[src/hdl/grfc_pkg.sv]
// shared types and constants for the gated reciprocal frequency counter
// no dependencies

package grfc_pkg;

  localparam int DEFAULT_COUNT_BITS = 16;

  localparam int TICKS_W   = 8;
  localparam int ELAPSED_W = 32;
  localparam int MIN_W     = 16;
  localparam int FREQ_W    = 32;
  localparam int EDGES_W   = 16;
  localparam int CFG_W     = 32;
  localparam int CFG_IDX_W = 2;

  // ticks_per_us * 1e6 fits in 28 bits for any 8-bit tick rate
  localparam int SCALE_W = 28;

  localparam logic [TICKS_W-1:0]   TICKS_RESET = 8'd72;
  localparam logic [ELAPSED_W-1:0] GATE_RESET  = 32'd72000000;
  localparam logic [MIN_W-1:0]     MIN_RESET   = 16'd5;
  localparam logic [SCALE_W-1:0]   US_PER_S    = 28'd1000000;
  localparam logic [ELAPSED_W-1:0] ELAPSED_MAX = '1;
  localparam logic [FREQ_W-1:0]    FREQ_MAX    = '1;

  typedef enum logic [CFG_IDX_W-1:0] {
    CFG_TICKS = 2'd0,
    CFG_GATE  = 2'd1,
    CFG_MIN   = 2'd2
  } cfg_reg_t;

  typedef enum logic {
    STOP_FULL = 1'b0,
    STOP_GATE = 1'b1
  } stop_kind_t;

  // what the measurement side hands over on a stop
  typedef struct packed {
    stop_kind_t           kind;
    logic                 zero;
    logic [ELAPSED_W-1:0] elapsed;
  } stop_t;

  // controller to datapath commands
  typedef struct packed {
    logic scale;
    logic mul;
    logic load;
    logic step;
    logic emit;
  } cmd_t;

endpackage

[src/hdl/grfc_meas.sv]
// measurement front end: edge and cycle counters with stop detection
// depends on grfc_pkg

module grfc_meas #(
  parameter int COUNT_BITS = grfc_pkg::DEFAULT_COUNT_BITS
) (
  input  logic                           clk,
  input  logic                           rst,
  input  logic                           accept,
  input  logic                           edge_req,
  input  logic                           restart,
  input  logic [grfc_pkg::ELAPSED_W-1:0] gate_cycles,
  input  logic [grfc_pkg::MIN_W-1:0]     min_count,
  output logic                           stop,
  output grfc_pkg::stop_t                info,
  output logic [COUNT_BITS-1:0]          num
);

  import grfc_pkg::*;

  typedef enum logic [1:0] {
    PH_IDLE,
    PH_RUN,
    PH_DONE
  } phase_t;

  phase_t                phase;
  logic [COUNT_BITS-1:0] edge_counter;
  logic [ELAPSED_W-1:0]  elapsed_cycles;

  logic                  start;
  logic                  running;
  logic [COUNT_BITS-1:0] cnt0;
  logic [COUNT_BITS-1:0] cnt1;
  logic [ELAPSED_W-1:0]  el0;
  logic [ELAPSED_W-1:0]  el1;
  logic                  full;
  logic                  gate;

  always_comb begin
    start   = restart || (phase == PH_IDLE);
    running = start || (phase == PH_RUN);
    cnt0    = start ? '0 : edge_counter;
    el0     = start ? '0 : elapsed_cycles;
    el1     = (el0 == ELAPSED_MAX) ? el0 : el0 + ELAPSED_W'(1);
    cnt1    = edge_req ? cnt0 + COUNT_BITS'(1) : cnt0;
    // counter full wins over the gate in the same cycle
    full    = running && edge_req && (cnt1 == '0);
    gate    = running && !full && ((el1 > gate_cycles) || (el1 == ELAPSED_MAX));
  end

  assign stop         = accept && (full || gate);
  assign num          = full ? '1 : cnt1;
  assign info.kind    = gate ? STOP_GATE : STOP_FULL;
  assign info.zero    = gate && (32'(cnt1) <= 32'(min_count));
  assign info.elapsed = el1;

  always_ff @(posedge clk) begin
    if (rst) begin
      phase          <= PH_IDLE;
      edge_counter   <= '0;
      elapsed_cycles <= '0;
    end else if (accept && running) begin
      edge_counter   <= cnt1;
      elapsed_cycles <= el1;
      phase          <= (full || gate) ? PH_DONE : PH_RUN;
    end
  end

endmodule

[src/hdl/grfc_ctrl.sv]
// sequencer for the post-stop arithmetic and the result word handshake
// depends on grfc_pkg

module grfc_ctrl #(
  parameter int DIV_STEPS = grfc_pkg::DEFAULT_COUNT_BITS + grfc_pkg::SCALE_W + 2
) (
  input  logic           clk,
  input  logic           rst,
  input  logic           start,
  input  logic           result_stall,
  output logic           busy,
  output logic           result_valid,
  output grfc_pkg::cmd_t cmd
);

  import grfc_pkg::*;

  localparam int SW = $clog2(DIV_STEPS);

  typedef enum logic [2:0] {
    ST_IDLE,
    ST_SCALE,
    ST_MUL,
    ST_LOAD,
    ST_DIV,
    ST_FIN
  } state_t;

  state_t        state;
  logic [SW-1:0] step_cnt;
  logic          emit;

  assign emit = (state == ST_FIN) && (!result_valid || !result_stall);
  assign busy = (state != ST_IDLE);

  always_comb begin
    cmd       = '0;
    cmd.scale = (state == ST_SCALE);
    cmd.mul   = (state == ST_MUL);
    cmd.load  = (state == ST_LOAD);
    cmd.step  = (state == ST_DIV);
    cmd.emit  = emit;
  end

  always_ff @(posedge clk) begin
    if (rst) begin
      state        <= ST_IDLE;
      step_cnt     <= '0;
      result_valid <= 1'b0;
    end else begin
      if (emit) begin
        result_valid <= 1'b1;
      end else if (!result_stall) begin
        result_valid <= 1'b0;
      end
      case (state)
        ST_IDLE: begin
          if (start) begin
            state <= ST_SCALE;
          end
        end
        ST_SCALE: state <= ST_MUL;
        ST_MUL:   state <= ST_LOAD;
        ST_LOAD: begin
          step_cnt <= '0;
          state    <= ST_DIV;
        end
        ST_DIV: begin
          if (step_cnt == SW'(DIV_STEPS - 1)) begin
            state <= ST_FIN;
          end else begin
            step_cnt <= step_cnt + SW'(1);
          end
        end
        ST_FIN: begin
          if (emit) begin
            state <= ST_IDLE;
          end
        end
        default: state <= ST_IDLE;
      endcase
    end
  end

endmodule

[src/hdl/grfc_dp.sv]
// operand capture, scale multiply, restoring divider and result registers
// depends on grfc_pkg

module grfc_dp #(
  parameter int COUNT_BITS = grfc_pkg::DEFAULT_COUNT_BITS,
  parameter int DIV_STEPS  = grfc_pkg::DEFAULT_COUNT_BITS + grfc_pkg::SCALE_W + 2
) (
  input  logic                         clk,
  input  logic                         capture,
  input  grfc_pkg::stop_t              info,
  input  logic [COUNT_BITS-1:0]        num,
  input  logic [grfc_pkg::TICKS_W-1:0] ticks_per_us,
  input  grfc_pkg::cmd_t               cmd,
  output logic [grfc_pkg::FREQ_W-1:0]    frequency_hz,
  output logic                           stop_kind,
  output logic [grfc_pkg::EDGES_W-1:0]   edges_counted,
  output logic [grfc_pkg::ELAPSED_W-1:0] cycles_elapsed
);

  import grfc_pkg::*;

  localparam int PW = COUNT_BITS + SCALE_W;
  localparam int NW = DIV_STEPS;
  localparam int DW = ELAPSED_W + 1;

  stop_t                 info_r;
  logic [COUNT_BITS-1:0] num_r;
  logic [TICKS_W-1:0]    tpu_r;
  logic [SCALE_W-1:0]    scale_r;
  logic [PW-1:0]         prod_r;
  logic [NW-1:0]         quo;
  logic [DW-1:0]         rem;

  logic [DW-1:0]         den;
  logic [DW:0]           trial;
  logic                  ge;
  logic [NW-1:0]         dividend;
  logic                  sat;

  always_comb begin
    // 2*elapsed, and 2*count*scale + elapsed for the rounded gate case
    den      = {info_r.elapsed, 1'b0};
    trial    = {rem, quo[NW-1]};
    ge       = (trial >= {1'b0, den});
    dividend = NW'({prod_r, 1'b0})
             + NW'((info_r.kind == STOP_GATE) ? info_r.elapsed : '0);
    sat      = |quo[NW-1:FREQ_W];
  end

  always_ff @(posedge clk) begin
    if (capture) begin
      info_r <= info;
      num_r  <= num;
      tpu_r  <= ticks_per_us;
    end
    if (cmd.scale) begin
      scale_r <= SCALE_W'(tpu_r) * US_PER_S;
    end
    if (cmd.mul) begin
      prod_r <= PW'(num_r) * PW'(scale_r);
    end
    if (cmd.load) begin
      quo <= dividend;
      rem <= '0;
    end else if (cmd.step) begin
      quo <= {quo[NW-2:0], ge};
      rem <= ge ? DW'(trial - {1'b0, den}) : trial[DW-1:0];
    end
    if (cmd.emit) begin
      frequency_hz   <= info_r.zero ? '0 : (sat ? FREQ_MAX : quo[FREQ_W-1:0]);
      stop_kind      <= info_r.kind;
      edges_counted  <= EDGES_W'(num_r);
      cycles_elapsed <= info_r.elapsed;
    end
  end

endmodule

[src/hdl/gated_reciprocal_frequency_counter.sv]
// gated reciprocal frequency counter, top level
// one input word per reference cycle while counting; counting words go in back to back
// a stopping word stalls the input while the scale, multiply, load, restoring divide and finish
// states run, plus any wait for a held result word; the new result word follows
// synchronous active-high reset: idle, counters cleared, registers to defaults
// depends on grfc_pkg, grfc_meas, grfc_ctrl, grfc_dp

module gated_reciprocal_frequency_counter #(
  parameter int COUNT_BITS = grfc_pkg::DEFAULT_COUNT_BITS
) (
  input  logic                           clk,
  input  logic                           rst,
  // configuration write port
  input  logic                           cfg_we,
  input  logic [grfc_pkg::CFG_IDX_W-1:0] cfg_index,
  input  logic [grfc_pkg::CFG_W-1:0]     cfg_data,
  // item channel, one word per reference cycle while item_stall is low
  input  logic                           item_valid,
  output logic                           item_stall,
  input  logic                           edge_req,
  input  logic                           restart,
  // result channel
  output logic                           result_valid,
  input  logic                           result_stall,
  output logic [grfc_pkg::FREQ_W-1:0]    frequency_hz,
  output logic                           stop_kind,
  output logic [grfc_pkg::EDGES_W-1:0]   edges_counted,
  output logic [grfc_pkg::ELAPSED_W-1:0] cycles_elapsed
);

  import grfc_pkg::*;

  // dividend is 2*count*scale, plus elapsed on a gate stop, one quotient bit per divider step
  localparam int DIV_STEPS = COUNT_BITS + SCALE_W + 2;

  logic [TICKS_W-1:0]   ticks_per_us;
  logic [ELAPSED_W-1:0] gate_cycles;
  logic [MIN_W-1:0]     min_count;

  logic                  accept;
  logic                  stop;
  stop_t                 info;
  logic [COUNT_BITS-1:0] num;
  logic                  busy;
  cmd_t                  cmd;

  // configuration registers, unknown indexes are dropped
  always_ff @(posedge clk) begin
    if (rst) begin
      ticks_per_us <= TICKS_RESET;
      gate_cycles  <= GATE_RESET;
      min_count    <= MIN_RESET;
    end else if (cfg_we) begin
      case (cfg_reg_t'(cfg_index))
        CFG_TICKS: ticks_per_us <= cfg_data[TICKS_W-1:0];
        CFG_GATE:  gate_cycles  <= cfg_data[ELAPSED_W-1:0];
        CFG_MIN:   min_count    <= cfg_data[MIN_W-1:0];
        default: ;
      endcase
    end
  end

  // input is held off only while the arithmetic after a stop runs and its result waits to go out;
  // a pending result word does not block counting
  assign item_stall = busy;
  assign accept     = item_valid && !item_stall;

  grfc_meas #(
    .COUNT_BITS (COUNT_BITS)
  ) u_meas (
    .clk         (clk),
    .rst         (rst),
    .accept      (accept),
    .edge_req    (edge_req),
    .restart     (restart),
    .gate_cycles (gate_cycles),
    .min_count   (min_count),
    .stop        (stop),
    .info        (info),
    .num         (num)
  );

  grfc_ctrl #(
    .DIV_STEPS (DIV_STEPS)
  ) u_ctrl (
    .clk          (clk),
    .rst          (rst),
    .start        (stop),
    .result_stall (result_stall),
    .busy         (busy),
    .result_valid (result_valid),
    .cmd          (cmd)
  );

  grfc_dp #(
    .COUNT_BITS (COUNT_BITS),
    .DIV_STEPS  (DIV_STEPS)
  ) u_dp (
    .clk            (clk),
    .capture        (stop),
    .info           (info),
    .num            (num),
    .ticks_per_us   (ticks_per_us),
    .cmd            (cmd),
    .frequency_hz   (frequency_hz),
    .stop_kind      (stop_kind),
    .edges_counted  (edges_counted),
    .cycles_elapsed (cycles_elapsed)
  );

`ifndef SYNTHESIS
  // a stopping word always starts the divider
  a_stop_starts_div: assert property (@(posedge clk) disable iff (rst)
    stop |=> item_stall)
    else $error("stop did not start the divider");

  // a new result word only follows a divider run
  a_result_after_div: assert property (@(posedge clk) disable iff (rst)
    $rose(result_valid) |-> $past(item_stall))
    else $error("result word without a divider run");

  // a counter-full stop always reports the full count
  a_full_count: assert property (@(posedge clk) disable iff (rst)
    (result_valid && (stop_kind == STOP_FULL)) |->
      (edges_counted == EDGES_W'({COUNT_BITS{1'b1}})))
    else $error("counter-full result with wrong edge count");
`endif

endmodule
[config.mk]
export PLATFORM = sky130hd
export DESIGN_NAME = gated_reciprocal_frequency_counter
export DESIGN_NICKNAME = d
export VERILOG_FILES = /design/src/hdl/grfc_pkg.sv /design/src/hdl/grfc_meas.sv /design/src/hdl/grfc_ctrl.sv /design/src/hdl/grfc_dp.sv /design/src/hdl/gated_reciprocal_frequency_counter.sv
export SDC_FILE = /design/constraint.sdc
export NUM_CORES = 2
export LEC_CHECK = 0
export ABC_AREA = 1
export CORE_MARGIN = 10
export CORE_UTILIZATION = 50
export DETAILED_ROUTE_END_ITERATION = 10
export DONT_BUFFER_PORTS = 1
export PLACE_DENSITY = 0.67
export SYNTH_ARGS = -nofsm -noshare
export SYNTH_HDL_FRONTEND = slang
export SYNTH_HIERARCHICAL = 1
export SYNTH_SLANG_ARGS = --single-unit
export TNS_END_PERCENT = 100
[constraint.sdc]
create_clock -name clk -period 5.15 [get_ports clk]
set_input_delay 0.515 -clock clk [delete_from_list [all_inputs] [get_ports clk]]
set_output_delay 0.515 -clock clk [all_outputs]
set_load 0.005 [all_outputs]
==> impl_summary.log <==
[metrics] met3 WL: 6700 µm
[metrics] number of synthesized flops with an enable pin: 245
[metrics] time the final worst path needs with I/O delays and setup: 5.56 ns
[metrics] max-slew violation total from the final report: 0
[metrics] result of the run: finished, violations left
[metrics] global-route wire length before repair: 162000 µm
[metrics] delay of the slowest cell on the worst path: 0.56 ns
[metrics] post-synthesis cell count: 4887
[metrics] category of the most critical setup path: register to register
[metrics] register bit count reported by yosys: 394
[metrics] post-synthesis instance area: 37100 µm²
[metrics] Detail Route met2 WL: 47900 µm
[metrics] area of the core: 73200 µm²
[metrics] Critical-path top delay cell: sky130_fd_sc_hd__fa_1
[metrics] Crit Path Max Fanout: 7
[metrics] final hold slack: 0.0278 ns
[metrics] fraction of synthesized cell area in xor and xnor cells: 0.0222
[metrics] Routed Wire Length: 104000 µm
[metrics] DRC violations left: 0
[metrics] clock latency on the worst-skew pair: 0.61 ns
[metrics] register cell area after layout: 10300 µm²
[metrics] total congestion overflow after global routing: 0
[metrics] count of input and output buffers: 0
[metrics] area share of fa/ha/maj cells after synthesis: 0.253
[metrics] unrepaired setup endpoints after global routing: yes
[metrics] final cycle utilization of the critical path: 1.08
[metrics] proportion of layout cells with a drive suffix above 1: 0.159
[metrics] fraction of synthesized area in multiplexers: 0
[metrics] die boundary width: 292 µm
[metrics] total number of vias: 31100
[metrics] number of CTS-inserted buffers: 44
[metrics] number of different library cells in the post-synthesis netlist: 63
[metrics] Placed Cells: 5912
[metrics] total of fill cells in the finished design: 6655
[metrics] Post-layout nets: 5672
[metrics] CTS clock-pin slew for the worst setup and hold paths: 0.07 ns
[metrics] post-route met1 wirelength: 46600 µm
[metrics] data arrival time of the critical path: 5.90 ns
[metrics] synth warn: 6
[metrics] wire per inst: 17.1 µm
[metrics] DPL Wire Length: 80700 µm
[metrics] synthesized-area fraction occupied by and/or/nand/nor cells: 0.256
[metrics] main combinational cell family by area after synthesis: simple AND/OR/NAND/NOR gates
[metrics] top cell family by delay on the critical path: adder cells
[metrics] max_slew headroom: 0.247
[metrics] number of top-level design ports: 124
[metrics] initial cell density of the core: 0.506
[metrics] Synth-to-Final Area Change: 16.0%
[metrics] chip height: 292 µm
[metrics] count of antenna-violating nets left after detailed routing: 0
[metrics] maximum clock path buffer count: 3
[metrics] maximum number of pins on one net before global-route repair: 67
[metrics] violations in the final reports: setup timing
[metrics] total global routing track utilization: 0.235
[metrics] CTS tree: built
[metrics] crit start category: register
[metrics] highest metal layer with signal wires: met4
[metrics] Cell Rows: 99
[metrics] FMAX: 180 MHz
[metrics] Inserted Diodes: 0
[metrics] number of hold violations in the final report: 0
[metrics] worst slack, placed: -0.456 ns
[metrics] Synth async-reset ratio: 0
[metrics] Seq/Total Area, Yosys: 0.279
[metrics] non-filler cells, final: 6055
[metrics] number of antenna violations at the first check in global routing: 1
[metrics] master cell of the clock root buffer: sky130_fd_sc_hd__clkbuf_16
[metrics] total area of multi-input combinational cells: 23200 µm²
[metrics] # Max-Cap Violations: 0
[metrics] number of global-route vias before repair: 30100
[metrics] Min-Delay Path Class: primary input to register
[metrics] Worst Skew: 0.0494 ns
[metrics] placer congestion estimate: 0.959
[metrics] htree depth: 2
[metrics] clk sinks: 394
[metrics] DR iter-0 viols: 2426
[metrics] routed vias/inst: 5.13
[metrics] slew at the pin closest to its max-slew limit: 1.13 ns
[metrics] final setup slack of the worst path: -0.411 ns
[metrics] setup-violating endpoint count in the final report: 25
[metrics] required time at the worst-slack endpoint: 5.49 ns
[metrics] CP bufs+invs: 8
[metrics] type of element capturing the critical path: register
[metrics] Post-Synthesis Mean Instance Area: 7.58 µm²
[metrics] router iterations before antenna repair: 5
[metrics] overall die area: 85400 µm²
[metrics] fraction of the mapped netlist area in compound gates: 0.0585
[metrics] flip-flop cell with the highest count after synthesis: sky130_fd_sc_hd__edfxtp_1
[metrics] net count after synthesis: 5499
-- layer usage --
metal / global-route usage / vias to the layer above
met5: 0 / -
met4: 0.0533 / 0
met3: 0.0350 / 140
met2: 0.386 / 930
met1: 0.324 / 14700
li1: - / 15300
-- layout by cell type (no fill, tap or decap), drive strengths merged, types with 149 or more instances in the layout --
cell type,count
fa,297
dfxtp,149
edfxtp,245
buf,283
inv,1094
nor2,398
o21ai,166
a21oi,181
nand2,1409
nand3,223
ha,274
-- worst reg2reg max path: cells and delay by family (launching register included) --
kind                     cells  cell delay, ns
adder cells (fa/ha/maj)      7            3.41
buffers and inverters        8            0.52
flip-flops                   1            0.41
AND/OR/NAND/NOR             11            0.97
-- registers in the layout (all words and copies together), names as in the netlist --
name                   count
u_dp/frequency_hz         32
u_dp/tpu_r                 8
u_dp/rem                  33
u_dp/stop_kind             1
min_count                 16
u_dp/num_r                16
u_ctrl/result_valid        1
u_dp/edges_counted        16
u_dp/den                  32
gate_cycles               32
u_meas/elapsed_cycles     32
u_meas/edge_counter       16
u_dp/cycles_elapsed       32
u_ctrl/step_cnt            6
u_dp/prod_r               38
ticks_per_us               8
u_ctrl/state               3
u_dp/scale_r              22
u_dp/quo                  46
u_meas/phase               2
u_dp/info_r                2
-- Yosys cell counts, drive strengths merged (15+ instances only) --
master | count | area (µm²)
nand2 | 1409 | 5540
a21o | 15 | 113
buf | 58 | 413
nand3 | 223 | 1300
clkbuf | 100 | 375
dfxtp | 149 | 2980
edfxtp | 245 | 7360
nor3 | 32 | 181
fa | 297 | 5950
xnor2 | 37 | 332
o21ai | 166 | 838
a21oi | 181 | 910
nand3b | 50 | 379
ha | 274 | 3430
nand4 | 42 | 263
xor2 | 55 | 489
inv | 1089 | 4090
nor2 | 398 | 1630
-- cell families after synthesis --
logic type      count (synthesis)
compound gates                402
xor+xnor                       92
fa+ha+maj                     571
buf+inv                      1248
flops                         394
simple gates                 2180
-- metrics by stage --
stage	area, µm²	TNS [ns]	util
4_1_cts	42200	-4.87	0.576
2_1_floorplan	37800	-0.113	-
3_5_place_dp	39800	-7.54	0.543
5_1_grt	43000	-11.31	0.587
3_3_place_gp	39800	-6.01	0.543
6_report	43000	-6.45	0.587
-- final cells by class --
cell class	instances	area share
timing repair buffer	285	0.0611
sequential	394	0.241
multi-input combinational	3245	0.540
clock inverter	25	0.00702
clock buffer	57	0.0279
inverter	1090	0.0953
tap	959	0.0279
-- final timing paths --
| path | startpoint | slack (ns) | end | cells past startpoint |
|---|---|---|---|---|
| worst max register to register | u_dp/num_r[6]$_DFFE_PP_ | -0.41 | u_dp/prod_r[37]$_DFFE_PP_ | 26 |
| worst min register to register | ticks_per_us[0]$_SDFFE_PP0P_ | 0.44 | u_dp/tpu_r[0]$_DFFE_PP_ | 0 |
| worst min-delay path | cfg_data[0] | 0.03 | min_count[0]$_SDFFE_PP1P_ | 2 |
| worst max-delay path | u_dp/num_r[6]$_DFFE_PP_ | -0.41 | u_dp/prod_r[37]$_DFFE_PP_ | 26 |
-- what timing repair did --
action | CTS | global route
gates cloned | 2 | 1
endpoints found under the setup margin | 27 | 30
resized for setup | 179 | 159
pin swaps | 113 | 118
hold buffers | 1 | 0
setup buffers | 36 | 25
hold endpoints to repair | 6 | 0
Power is left out: the tool's default activity adds up to more than one toggle a clock period on the data nets, which glitch-free logic cannot reach.
